$ cat config.mk
export PLATFORM = sky130hd
export DESIGN_NAME = calendar_date_counter
export DESIGN_NICKNAME = d
export VERILOG_FILES = /design/src/hdl/cdc_pkg.sv /design/src/hdl/cdc_dp.sv /design/src/hdl/cdc_ctrl.sv /design/src/hdl/calendar_date_counter.sv
export SDC_FILE = /design/constraint.sdc
export NUM_CORES = 1
export LEC_CHECK = 0
export BUFFER_PORTS_ARGS = -buffer_cell sky130_fd_sc_hd__buf_2
export CAP_MARGIN = 5
export CORE_MARGIN = 1.5
export CORE_UTILIZATION = 41
export CTS_BUF_LIST = sky130_fd_sc_hd__clkbuf_16
export DETAILED_ROUTE_END_ITERATION = 7
export SLEW_MARGIN = 5
export SYNTH_ARGS = -nofsm -noshare
export SYNTH_HDL_FRONTEND = slang
export SYNTH_SLANG_ARGS = --single-unit
$ cat constraint.sdc
create_clock -name i_clk -period 11.8 [get_ports i_clk]
set_clock_uncertainty 0.1 [all_clocks]
set_input_delay 3.54 -clock i_clk [delete_from_list [all_inputs] [get_ports i_clk]]
set_output_delay 3.54 -clock i_clk [all_outputs]
set_load 0.01 [all_outputs]
$ cat src/hdl/cdc_pkg.sv
package cdc_pkg;

    localparam int unsigned DAY_W  = 5;
    localparam int unsigned MON_W  = 4;
    localparam int unsigned YEAR_W = 14;
    localparam int unsigned CNT_W  = 16;
    localparam int unsigned WD_W   = 3;
    localparam int unsigned ST_W   = 2;
    localparam int unsigned MODE_W = 2;

    // command codes
    localparam logic [MODE_W-1:0] MODE_SET  = 2'd0;
    localparam logic [MODE_W-1:0] MODE_ADD  = 2'd1;
    localparam logic [MODE_W-1:0] MODE_NEXT = 2'd2;

    // result status codes
    localparam logic [ST_W-1:0] ST_OK       = 2'd0;
    localparam logic [ST_W-1:0] ST_INVALID  = 2'd1;
    localparam logic [ST_W-1:0] ST_OVERFLOW = 2'd2;

    // date after reset: thursday 1 january 1970
    localparam logic [DAY_W-1:0]  RST_DAY   = 5'd1;
    localparam logic [MON_W-1:0]  RST_MONTH = 4'd1;
    localparam logic [YEAR_W-1:0] RST_YEAR  = 14'd1970;
    localparam logic [WD_W-1:0]   RST_WDAY  = 3'd4;

    localparam logic [MON_W-1:0] MON_FEB = 4'd2;
    localparam logic [MON_W-1:0] MON_MAR = 4'd3;
    localparam logic [MON_W-1:0] MON_DEC = 4'd12;
    localparam logic [DAY_W-1:0] DAY_LAST_DEC = 5'd31;
    localparam logic [WD_W-1:0]  WD_SUN = 3'd0;
    localparam logic [WD_W-1:0]  WD_SAT = 3'd6;

    // floor(2^20 / 25), quotient off by at most one below
    localparam logic [15:0] RECIP25    = 16'd41943;
    localparam int unsigned PROD_W     = YEAR_W + 16;
    localparam int unsigned RECIP_SH   = 20;
    localparam int unsigned QUOT_W     = PROD_W - RECIP_SH;
    localparam int unsigned SUM_W      = 15;

    typedef struct packed {
        logic [MODE_W-1:0] mode;
        logic [DAY_W-1:0]  new_day;
        logic [MON_W-1:0]  new_month;
        logic [YEAR_W-1:0] new_year;
        logic [CNT_W-1:0]  day_count;
    } t_in;

    typedef struct packed {
        logic [DAY_W-1:0]  cur_day;
        logic [MON_W-1:0]  cur_month;
        logic [YEAR_W-1:0] cur_year;
        logic [WD_W-1:0]   weekday;
        logic              is_leap;
        logic [ST_W-1:0]   status;
    } t_out;

    // operand select for the divide-by-25 unit
    typedef enum logic [1:0] {
        SRC_NEWY = 2'd0,
        SRC_YEAR = 2'd1,
        SRC_YYQ4 = 2'd2
    } t_src;

    typedef struct packed {
        logic capture;
        logic mul;
        t_src src;
        logic set_chk;
        logic leap_upd;
        logic q_load;
        logic sum_load;
        logic wday_load;
        logic adv_step;
        logic next_day;
        logic out_load;
    } t_dp_cmd;

    typedef struct packed {
        logic [MODE_W-1:0] mode;
        logic              set_ok;
        logic              cnt_zero;
        logic              weekend;
        logic              ovf_hit;
        logic              year_wrap;
        logic              out_free;
    } t_dp_sts;

    function automatic logic [DAY_W-1:0] month_len(input logic [MON_W-1:0] m,
                                                   input logic leap);
        logic [DAY_W-1:0] len;
        case (m) inside
            4'd2: begin
                len = leap ? 5'd29 : 5'd28;
            end
            4'd4, 4'd6, 4'd9, 4'd11: begin
                len = 5'd30;
            end
            default: begin
                len = 5'd31;
            end
        endcase
        return len;
    endfunction

    // month term of the sakamoto weekday formula
    function automatic logic [WD_W-1:0] wk_offset(input logic [MON_W-1:0] m);
        logic [WD_W-1:0] off;
        case (m)
            4'd2:    off = 3'd3;
            4'd3:    off = 3'd2;
            4'd4:    off = 3'd5;
            4'd5:    off = 3'd0;
            4'd6:    off = 3'd3;
            4'd7:    off = 3'd5;
            4'd8:    off = 3'd1;
            4'd9:    off = 3'd4;
            4'd10:   off = 3'd6;
            4'd11:   off = 3'd2;
            4'd12:   off = 3'd4;
            default: off = 3'd0;
        endcase
        return off;
    endfunction

    // mod 7 by summing octal digits, since 8 is 1 mod 7
    function automatic logic [WD_W-1:0] mod7_6(input logic [5:0] v);
        logic [3:0] s;
        logic [3:0] t;
        s = {1'b0, v[5:3]} + {1'b0, v[2:0]};
        t = {3'b000, s[3]} + {1'b0, s[2:0]};
        if (t >= 4'd7) begin
            t = t - 4'd7;
        end
        return t[2:0];
    endfunction

    function automatic logic [WD_W-1:0] mod7_15(input logic [SUM_W-1:0] v);
        logic [5:0] s;
        s = {3'b000, v[14:12]} + {3'b000, v[11:9]} + {3'b000, v[8:6]}
          + {3'b000, v[5:3]} + {3'b000, v[2:0]};
        return mod7_6(s);
    endfunction

endpackage

$ cat src/hdl/cdc_dp.sv
module cdc_dp import cdc_pkg::*; #(
    parameter int MAX_YEAR = 9999,
    parameter int MIN_YEAR = 1970
) (
    input  logic    i_clk,
    input  logic    i_rst_n,
    input  t_in     i_in,
    input  t_dp_cmd i_cmd,
    output t_dp_sts o_sts,
    output logic    o_out_valid,
    input  logic    i_out_ready,
    output t_out    o_out
);

    localparam logic [YEAR_W-1:0] YEAR_HI = YEAR_W'(MAX_YEAR);
    localparam logic [YEAR_W-1:0] YEAR_LO = YEAR_W'(MIN_YEAR);

    // held item
    logic [MODE_W-1:0] r_mode;
    logic [DAY_W-1:0]  r_nd;
    logic [MON_W-1:0]  r_nm;
    logic [YEAR_W-1:0] r_ny;
    logic [CNT_W-1:0]  r_cnt, n_cnt;

    // calendar state
    logic [DAY_W-1:0]  r_day, n_day;
    logic [MON_W-1:0]  r_month, n_month;
    logic [YEAR_W-1:0] r_year, n_year;
    logic [WD_W-1:0]   r_wday, n_wday;
    logic              r_leap, n_leap;
    logic [ST_W-1:0]   r_status, n_status;

    // divide-by-25 unit and weekday sum
    logic [YEAR_W-1:0] r_op;
    logic [PROD_W-1:0] r_prod;
    logic [7:0]        r_q100;
    logic [SUM_W-1:0]  r_sum;

    t_out r_out;
    logic r_out_valid;

    logic [YEAR_W-1:0] yy;
    logic [YEAR_W-1:0] src_val;
    logic [QUOT_W-1:0] q0;
    logic [QUOT_W-1:0] quot;
    logic [YEAR_W-1:0] q25;
    logic [YEAR_W-1:0] rem_raw;
    logic [YEAR_W-1:0] rem25;
    logic              rem_hi;
    logic              op_leap;
    logic              set_ok;
    logic [DAY_W-1:0]  len_cur;
    logic [DAY_W-1:0]  left;
    logic              fits;
    logic              cnt_zero;
    logic              ovf_hit;
    logic              year_wrap;
    logic [DAY_W-1:0]  add5;
    logic [SUM_W-1:0]  wd_sum;

    // year term of the weekday formula, january and february count to the year before
    assign yy = r_year - ((r_month < MON_MAR) ? YEAR_W'(1) : YEAR_W'(0));

    always_comb begin
        case (i_cmd.src)
            SRC_NEWY: src_val = r_ny;
            SRC_YEAR: src_val = r_year;
            default:  src_val = {2'b00, yy[YEAR_W-1:2]};
        endcase
    end

    assign q0      = r_prod[PROD_W-1:RECIP_SH];
    assign q25     = YEAR_W'(q0) * YEAR_W'(25);
    assign rem_raw = r_op - q25;
    assign rem_hi  = rem_raw >= YEAR_W'(25);
    assign rem25   = rem_hi ? (rem_raw - YEAR_W'(25)) : rem_raw;
    assign quot    = rem_hi ? (q0 + QUOT_W'(1)) : q0;

    assign op_leap = (r_op[1:0] == 2'b00) && ((rem25 != '0) || (r_op[3:0] == 4'h0));

    assign set_ok = (r_nd != '0) && (r_nm >= 4'd1) && (r_nm <= MON_DEC)
                 && (r_ny >= YEAR_LO) && (r_ny <= YEAR_HI)
                 && (r_nd <= month_len(r_nm, op_leap));

    assign len_cur   = month_len(r_month, r_leap);
    assign left      = len_cur - r_day;
    assign cnt_zero  = (r_cnt == '0);
    assign fits      = r_cnt <= CNT_W'(left);
    assign ovf_hit   = !cnt_zero && !fits && (r_month == MON_DEC) && (r_year >= YEAR_HI);
    assign year_wrap = !cnt_zero && !fits && (r_month == MON_DEC) && !ovf_hit;

    assign wd_sum = SUM_W'(yy) + SUM_W'(r_op) - SUM_W'(r_q100) + SUM_W'(r_q100[7:2])
                  + SUM_W'(wk_offset(r_month)) + SUM_W'(r_day);

    always_comb begin
        n_cnt    = r_cnt;
        n_day    = r_day;
        n_month  = r_month;
        n_year   = r_year;
        n_wday   = r_wday;
        n_leap   = r_leap;
        n_status = r_status;
        add5     = '0;
        if (i_cmd.capture) begin
            n_cnt    = (i_in.mode == MODE_NEXT) ? CNT_W'(1) : i_in.day_count;
            n_status = ST_OK;
        end else if (i_cmd.set_chk) begin
            if (set_ok) begin
                n_day   = r_nd;
                n_month = r_nm;
                n_year  = r_ny;
                n_leap  = op_leap;
            end else begin
                n_status = ST_INVALID;
            end
        end else if (i_cmd.leap_upd) begin
            n_leap = op_leap;
        end else if (i_cmd.wday_load) begin
            n_wday = mod7_15(r_sum);
        end else if (i_cmd.next_day) begin
            n_cnt = CNT_W'(1);
        end else if (i_cmd.adv_step) begin
            if (fits) begin
                add5  = r_cnt[DAY_W-1:0];
                n_day = r_day + add5;
                n_cnt = '0;
            end else if (ovf_hit) begin
                // saturate at the last day of the range
                add5     = DAY_LAST_DEC - r_day;
                n_day    = DAY_LAST_DEC;
                n_cnt    = '0;
                n_status = ST_OVERFLOW;
            end else begin
                add5  = left + DAY_W'(1);
                n_day = DAY_W'(1);
                n_cnt = r_cnt - CNT_W'(add5);
                if (r_month == MON_DEC) begin
                    n_month = 4'd1;
                    n_year  = r_year + YEAR_W'(1);
                end else begin
                    n_month = r_month + MON_W'(1);
                end
            end
            n_wday = mod7_6({3'b000, r_wday} + {1'b0, add5});
        end
    end

    always_ff @(posedge i_clk) begin
        if (!i_rst_n) begin
            r_day       <= RST_DAY;
            r_month     <= RST_MONTH;
            r_year      <= RST_YEAR;
            r_wday      <= RST_WDAY;
            r_leap      <= 1'b0;
            r_status    <= ST_OK;
            r_cnt       <= '0;
            r_out_valid <= 1'b0;
        end else begin
            r_day    <= n_day;
            r_month  <= n_month;
            r_year   <= n_year;
            r_wday   <= n_wday;
            r_leap   <= n_leap;
            r_status <= n_status;
            r_cnt    <= n_cnt;
            if (i_cmd.out_load) begin
                r_out_valid <= 1'b1;
            end else if (i_out_ready) begin
                r_out_valid <= 1'b0;
            end
        end
    end

    always_ff @(posedge i_clk) begin
        if (i_cmd.capture) begin
            r_mode <= i_in.mode;
            r_nd   <= i_in.new_day;
            r_nm   <= i_in.new_month;
            r_ny   <= i_in.new_year;
        end
        if (i_cmd.mul) begin
            r_op   <= src_val;
            r_prod <= PROD_W'(src_val) * PROD_W'(RECIP25);
        end
        if (i_cmd.q_load) begin
            r_q100 <= quot[7:0];
        end
        if (i_cmd.sum_load) begin
            r_sum <= wd_sum;
        end
        if (i_cmd.out_load) begin
            r_out.cur_day   <= r_day;
            r_out.cur_month <= r_month;
            r_out.cur_year  <= r_year;
            r_out.weekday   <= r_wday;
            r_out.is_leap   <= r_leap;
            r_out.status    <= r_status;
        end
    end

    assign o_sts.mode      = r_mode;
    assign o_sts.set_ok    = set_ok;
    assign o_sts.cnt_zero  = cnt_zero;
    assign o_sts.weekend   = (r_wday == WD_SUN) || (r_wday == WD_SAT);
    assign o_sts.ovf_hit   = ovf_hit;
    assign o_sts.year_wrap = year_wrap;
    assign o_sts.out_free  = !r_out_valid || i_out_ready;

    assign o_out_valid = r_out_valid;
    assign o_out       = r_out;

endmodule

$ cat src/hdl/cdc_ctrl.sv
module cdc_ctrl import cdc_pkg::*; (
    input  logic    i_clk,
    input  logic    i_rst_n,
    input  logic    i_in_valid,
    output logic    o_in_ready,
    input  logic [MODE_W-1:0] i_mode,
    input  t_dp_sts i_sts,
    output t_dp_cmd o_cmd
);

    typedef enum logic [10:0] {
        S_IDLE = 11'b000_0000_0001,
        S_LPM  = 11'b000_0000_0010,
        S_SET  = 11'b000_0000_0100,
        S_WDM  = 11'b000_0000_1000,
        S_WDQ  = 11'b000_0001_0000,
        S_WDS  = 11'b000_0010_0000,
        S_WDR  = 11'b000_0100_0000,
        S_ADV  = 11'b000_1000_0000,
        S_LYM  = 11'b001_0000_0000,
        S_LYU  = 11'b010_0000_0000,
        S_FIN  = 11'b100_0000_0000
    } t_state;

    t_state r_state, n_state;

    assign o_in_ready = (r_state == S_IDLE);

    always_comb begin
        n_state = r_state;
        o_cmd   = '0;
        unique case (r_state)
            S_IDLE: begin
                if (i_in_valid) begin
                    o_cmd.capture = 1'b1;
                    unique case (i_mode)
                        MODE_SET:  n_state = S_LPM;
                        MODE_ADD:  n_state = S_ADV;
                        MODE_NEXT: n_state = S_ADV;
                        default:   n_state = S_FIN;
                    endcase
                end
            end
            S_LPM: begin
                o_cmd.mul = 1'b1;
                o_cmd.src = SRC_NEWY;
                n_state   = S_SET;
            end
            S_SET: begin
                o_cmd.set_chk = 1'b1;
                n_state       = i_sts.set_ok ? S_WDM : S_FIN;
            end
            S_WDM: begin
                o_cmd.mul = 1'b1;
                o_cmd.src = SRC_YYQ4;
                n_state   = S_WDQ;
            end
            S_WDQ: begin
                o_cmd.q_load = 1'b1;
                n_state      = S_WDS;
            end
            S_WDS: begin
                o_cmd.sum_load = 1'b1;
                n_state        = S_WDR;
            end
            S_WDR: begin
                o_cmd.wday_load = 1'b1;
                n_state         = S_FIN;
            end
            S_ADV: begin
                if (i_sts.cnt_zero) begin
                    // next working day keeps stepping over weekends
                    if ((i_sts.mode == MODE_NEXT) && i_sts.weekend) begin
                        o_cmd.next_day = 1'b1;
                    end else begin
                        n_state = S_FIN;
                    end
                end else begin
                    o_cmd.adv_step = 1'b1;
                    if (i_sts.ovf_hit) begin
                        n_state = S_FIN;
                    end else if (i_sts.year_wrap) begin
                        n_state = S_LYM;
                    end
                end
            end
            S_LYM: begin
                o_cmd.mul = 1'b1;
                o_cmd.src = SRC_YEAR;
                n_state   = S_LYU;
            end
            S_LYU: begin
                o_cmd.leap_upd = 1'b1;
                n_state        = S_ADV;
            end
            S_FIN: begin
                if (i_sts.out_free) begin
                    o_cmd.out_load = 1'b1;
                    n_state        = S_IDLE;
                end
            end
            default: begin
                n_state = S_IDLE;
            end
        endcase
    end

    always_ff @(posedge i_clk) begin
        if (!i_rst_n) begin
            r_state <= S_IDLE;
        end else begin
            r_state <= n_state;
        end
    end

endmodule

$ cat src/hdl/calendar_date_counter.sv
// channel   direction  handshake                  payload
// in        into       i_in_valid / o_in_ready    i_in_data  (t_in: command item)
// out       out of     o_out_valid / i_out_ready  o_out_data (t_out: date result item)
//
// one item at a time; a set checks the date, then on success works out the weekday
// before the result; an add walks one step per month crossed, with a leap update per
// year crossed; next working day walks one to three days
// reset (synchronous, active low) returns the date to thursday 1 january 1970
// the result sits in an output register, so a new item is taken while it waits;
// the next result is held back until the previous one has been taken
module calendar_date_counter import cdc_pkg::*; #(
    parameter int MAX_YEAR = 9999,
    parameter int MIN_YEAR = 1970
) (
    input  logic i_clk,
    input  logic i_rst_n,
    input  logic i_in_valid,
    output logic o_in_ready,
    input  t_in  i_in_data,
    output logic o_out_valid,
    input  logic i_out_ready,
    output t_out o_out_data
);

    // command and status between the sequencer and the datapath
    t_dp_cmd dp_cmd;
    t_dp_sts dp_sts;

    // sequencer: picks the path per command, walks months, steps over weekends
    cdc_ctrl u_ctrl (
        .i_clk      (i_clk),
        .i_rst_n    (i_rst_n),
        .i_in_valid (i_in_valid),
        .o_in_ready (o_in_ready),
        .i_mode     (i_in_data.mode),
        .i_sts      (dp_sts),
        .o_cmd      (dp_cmd)
    );

    // datapath: date registers, shared divide-by-25 unit for leap year and
    // weekday, incremental weekday tracking and the output register
    cdc_dp #(
        .MAX_YEAR (MAX_YEAR),
        .MIN_YEAR (MIN_YEAR)
    ) u_dp (
        .i_clk       (i_clk),
        .i_rst_n     (i_rst_n),
        .i_in        (i_in_data),
        .i_cmd       (dp_cmd),
        .o_sts       (dp_sts),
        .o_out_valid (o_out_valid),
        .i_out_ready (i_out_ready),
        .o_out       (o_out_data)
    );

endmodule

==> results of run 1 <==
layer usage:
metal  up-vias  part of all wire (%)  global-route usage, %
li1       5820                     -                      -
met1      5787                    46                   26.0
met2       270                    48                   32.8
met3        47                   4.6                   2.53
met4         0                   1.6                   4.75
met5         -                     0                      0
placed cells by master, fill, tap and decap left out, types with 15 or more instances in the layout:
cell type / count
xor2_1: 32
nand3_1: 35
dfxtp_1: 60
o22ai_1: 17
buf_2: 75
ha_1: 250
a21oi_1: 85
a21o_1: 20
nor4_1: 15
o21ai_0: 72
xnor2_1: 55
nand4_1: 15
nor3_1: 46
fa_1: 128
nand2_1: 86
inv_1: 285
nor2b_1: 15
edfxtp_1: 101
clkbuf_16: 17
and2_1: 21
nor2_1: 84
registers in the layout, summed over array words and instances, names as in the netlist, 5 cells and up, named ones only:
signal,flops
u_dp.r_cnt,16
u_dp.r_q100,8
u_dp.r_year,14
u_dp.r_ny,14
u_dp.r_day,5
u_ctrl.r_state,11
u_dp.o_out,29
u_dp.r_sum,15
u_dp.r_prod,11
u_dp.r_op,13
u_dp.r_nd,5
critical path: cells and delay by family (launching register included):
family | cells | cell delay, ns
compound gates | 7 | 1.43
xor+xnor | 2 | 0.30
fa+ha+maj | 10 | 4.11
buf+inv | 5 | 0.50
flops | 1 | 0.37
simple gates | 7 | 1.94
path summary, 6_finish.rpt:
check	start	to	slack, ns
setup / recovery	u_dp.r_month[1]	u_dp.r_prod[28]	2.78
hold / removal	u_dp.r_status[0]	u_dp.o_out[0]	0.36
setup reg to reg	u_dp.r_month[1]	u_dp.r_prod[28]	2.78
hold reg to reg	u_dp.r_status[0]	u_dp.o_out[0]	0.36
stage by stage:
stage	cells	setup WS (ns)	area (µm²)	util (%)	hold WS, ns
2_1_floorplan	1661	4.02	16000	-	0.306
3_3_place_gp	2221	3.02	17000	43.9	0.328
3_5_place_dp	2221	2.81	17000	43.9	0.323
4_1_cts	2253	2.78	17600	45.4	0.344
5_1_grt	2253	2.08	17600	45.4	0.372
6_report	2254	2.78	17600	45.4	0.357
kinds of logic (layout without fill, tap and decap cells):
logic type	Yosys count	in the layout	synth area share, %
AOI/OAI and AO/OA	305	305	12.3
xor gates and xnor gates	87	87	4.75
DFF	161	161	26.4
muxes	11	11	0.702
buffers and inverters	327	401	7.70
other	0	1	0
adders and majority gates	379	379	35.6
and+or+nand+nor	391	391	12.6
final cells by class:
class	count	share of cell area, %
well taps	518	3.69
clock buffers	17	2.42
diodes	1	0.0143
multi-input cells	1173	60.2
flip-flops and latches	161	24.1
repair buffers	85	2.57
clock inverters	15	0.870
inverters	284	6.07
==> flow_summary.ini, run 1 <==
[drt]
viasPerCell = 5.29
first_iter_violations = 728
routed_wl_mm = 37.8
post_drt_wl_per_cell_um = 16.8
vias = 11924
antenna_left = 0
drc = 0
firstDrtPassIters = 5

[finish]
fillers = 3712
multiInputGateArea_mm2 = 0.0106
syn_to_final_growth_pct = 9.48
fin_nets = 2145
seq_area_mm2 = 0.00423
drive_above_1_share_pct = 8.70

[hold_path]
min_path_cells = 0
hold_class = reg -> reg

[synth]
synth_area_mm2 = 0.0160
synth_top_cell_area_share_pct = 19.5
ys_top_cells_by_area = ha_1, edfxtp_1, fa_1, dfxtp_1, inv_1
synth_edf_count = 101
synth_cell_types = 76
yosysTopAreaCell = ha_1
yosysSeqAreaShare_pct = 26.4
synthCells = 1661
yosysWarnings = 0
synthTopCellsByCount = inv_1, ha_1, fa_1
async_flop_share_pct = 0
syn_nets = 2084
synth.most_common_cell = inv_1
synth_top_flop_cell = edfxtp_1
ys_ff_latch = 161
syn_area_per_cell_um2 = 9.65

[cts]
cts_setup_buffers = 0
insertion_delay_ns = 0.43
cts_resized = 0
cts_max_path_buffers = 2
ctsHoldBuffers = 0
cts.clk_slew.worst_paths_ns = 0.07
tritoncts = yes
htreeDepth = 4
cts_made_buffers = 17
cts_root_buf = clkbuf_16
cts_sinks = 161

[setup_path]
crit_type = reg -> reg
reg2reg_depth = 31
cpMostUsedCell = fa_1
required_ns = 11.89
crit_path_end_kind = register
arrival_ns = 9.11
crit_slowest_cell = fa_1
critPathMaxStageDelay_ns = 0.64
worstPathMaxFanout = 7
start_kind = register

[floorplanning]
die_width_um = 201
dieHeight_um = 201
ios = 76
coreArea_mm2 = 0.0386
die-area_mm2 = 0.0403
start_util_pct = 41.5
num_rows = 72

[grt]
antenna_found_initial = 2
grt.overflow.total = 0
grt_pass1_vias = 12054
grt_max_degree = 58
grt_pass1_wl_mm = 62.2
grt_usage_pct = 19.3

[sta]
fin_crit_ns = 9.02
setup_viol = 0
slew_headroom_pct = 24.1
rsz0062_at_grt = no
setup_tns_ns = 0
max_freq_mhz = 111
maxSlewViolCount = 0
hold_viol = 0
min_period_over_period_pct = 76.4
tightest_slew_ns = 1.14

[placed_design]
gp_congestion = 0.889
port_buffers = 75
dp_hpwl_mm = 30.8

[run_status]
status = finished clean

[flow_run]
maxCapViolCount = 0
Power of run 1 is left out: the tool's default activity adds up to more than one toggle a clock period on the data nets, which glitch-free logic cannot reach.
==> run 2: changes to the inputs <==
==> constraint.sdc (replaced) <==
create_clock -name i_clk -period 7.3 [get_ports i_clk]
set_clock_uncertainty 0.1 [all_clocks]
set_input_delay 2.19 -clock i_clk [delete_from_list [all_inputs] [get_ports i_clk]]
set_output_delay 2.19 -clock i_clk [all_outputs]
set_load 0.01 [all_outputs]
==> run 2 against run 1 <==
Effect of this change:
- the flow now finishes with violations (negative setup slack)
- die area stayed put
- worst hold slack worse by 0.0068 ns
- final area up 11%
- register-to-register slack lost 2.9 ns
- via count rose by 5.3%
- critical path type unchanged
- critical path depth up 1
- count of clock-buffer cells in the layout unchanged
- sequential share of layout area down 2.3 points
- global-route usage rose by 0.88 points
- fmax is 22% higher
- setup slack worse by 2.9 ns
- first-iteration DRC count is 13% lower
==> flow_summary.ini, run 2 (same netlist as run 1, synthesis figures left out) <==
[finish]
insertedDiodeCount = 0
layout_common_cells = inv_1, ha_1, buf_4
mostFrequentLayoutCell = inv_1
largest_reg_flops = 29
multiInputGateArea_mm2 = 0.0112
drive_above_1_share_pct = 21.5
fin_nets = 2306
fin_util_pct = 50.3
syn_to_final_growth_pct = 21.2
seq_area_mm2 = 0.00424
fillers = 3556
final_area_mm2 = 0.0194

[setup_path]
reg2reg_depth = 32
arrival_ns = 7.50
crit_type = reg -> reg
crit_path_end_kind = register
crit_slowest_cell = fa_1
critPathMaxStageDelay_ns = 0.53
rr_endpoint = u_dp.r_prod[28]
required_ns = 7.40
start_kind = register
r2r_slack_ns = -0.10
cpMostUsedCell = fa_1
worstPathMaxFanout = 3
r2r_start = u_dp.r_month[1]

[cts]
ctsHoldBuffers = 0
tritoncts = yes
insertion_delay_ns = 0.43
cts_sinks = 161
cts_root_buf = clkbuf_16
htreeDepth = 4
cts_made_buffers = 17
cts.clk_slew.worst_paths_ns = 0.08
cts_max_path_buffers = 2

[sta]
fin_crit_ns = 7.40
fin_ws_ns = -0.102
setup_tns_ns = -0.135
maxSlewViolCount = 0
hold_viol = 0
max_freq_mhz = 135
tightest_slew_ns = 1.10
hold_slack_ns = 0.350
setup_viol = 2
slew_headroom_pct = 26.5
min_period_over_period_pct = 101
rsz0062_at_grt = yes

[floorplanning]
die_width_um = 201
dieHeight_um = 201
coreArea_mm2 = 0.0386
start_util_pct = 41.5
num_rows = 72
die-area_mm2 = 0.0403
ios = 76

[hold_path]
hp-start = u_dp.r_status[1]
hold-path-endpoint = u_dp.o_out[1]
min_path_cells = 0
hold_class = reg -> reg

[drt]
drc = 0
firstDrtPassIters = 5
antenna_left = 0
viasPerCell = 5.20
routed_wl_mm = 40.1
first_iter_violations = 631
vias = 12556
post_drt_wl_per_cell_um = 16.6

[run_status]
status = finished with violations
violations = negative setup slack

[grt]
grt.overflow.total = 0
antenna_found_initial = 0
grt_usage_pct = 20.2
grtUsageMet3_pct = 2.69
met1_usage_pct = 25.7
grt_max_degree = 58
grt_busiest_layer = met2
grt_pass1_vias = 12727
met2_usage_pct = 35.8
grt_pass1_wl_mm = 64.9

[placed_design]
dpl_cell_area_mm2 = 0.0182
gp_congestion = 0.942
dp_hpwl_mm = 32.5
port_buffers = 75

[flow_run]
maxCapViolCount = 0
[run 2: cell count changes in the layout (fill, tap and decap cells not counted), moves of 7 or more]
cell	delta
ha_4	+10
a21oi_1	-14
xnor2_2	+8
buf_4	+157
xnor2_1	-8
a21oi_2	+13
ha_1	-15
o21ai_0	-7
inv_1	-7
[run 2: worst max-delay path, delay by kind of cell, from the launching register on]
| kind | cells | cell delay (ns) |
|---|---|---|
| buf+inv | 6 | 0.47 |
| flops | 1 | 0.35 |
| simple gates | 8 | 1.51 |
| fa+ha+maj | 9 | 3.59 |
| xor+xnor | 2 | 0.21 |
| compound gates | 7 | 0.93 |
[run 2: how the worst max path moves through the flow]
stage / from / end / slack (ns)
CTS: u_dp.r_month[1] / u_dp.r_prod[28] / -0.13
finish: u_dp.r_month[1] / u_dp.r_prod[28] / -0.10
detailed placement: u_dp.r_month[1] / u_dp.r_prod[28] / -0.37
floorplan: u_dp.r_month[1] / u_dp.r_prod[28] / 0.01
global placement: u_dp.r_month[1] / u_dp.r_prod[28] / -0.27
global route: u_dp.r_month[1] / u_dp.r_prod[28] / -0.41
[run 2: final cells by class]
cell class              instances  share of cell area [%]
multi-input cells            1173                    57.6
flip-flops and latches        161                    21.8
repair buffers                246                    8.66
inverters                     284                    5.49
well taps                     518                    3.34
clock buffers                  17                    2.19
clock inverters                15                   0.959
[run 2: routing by layer]
layer	part of all wire (%)	wire length, µm
met1	44	17500
met2	51	20400
met3	3.5	1390
met4	2.2	897
met5	0	0
[run 2: per-stage QoR]
stage | cells | setup slack, ns
floorplan | 1661 | 0.0143
global placement | 2361 | -0.275
detailed placement | 2361 | -0.371
CTS | 2406 | -0.126
global route | 2414 | -0.405
finish | 2414 | -0.102
[run 2: timing repair]
action | 4_1_cts | 5_1_grt
pin swaps | 21 | 44
buffers inserted | 14 | 11
resized for setup | 21 | 77
endpoints found under the setup margin | 9 | 30
Power of run 2 is left out for the same reason.
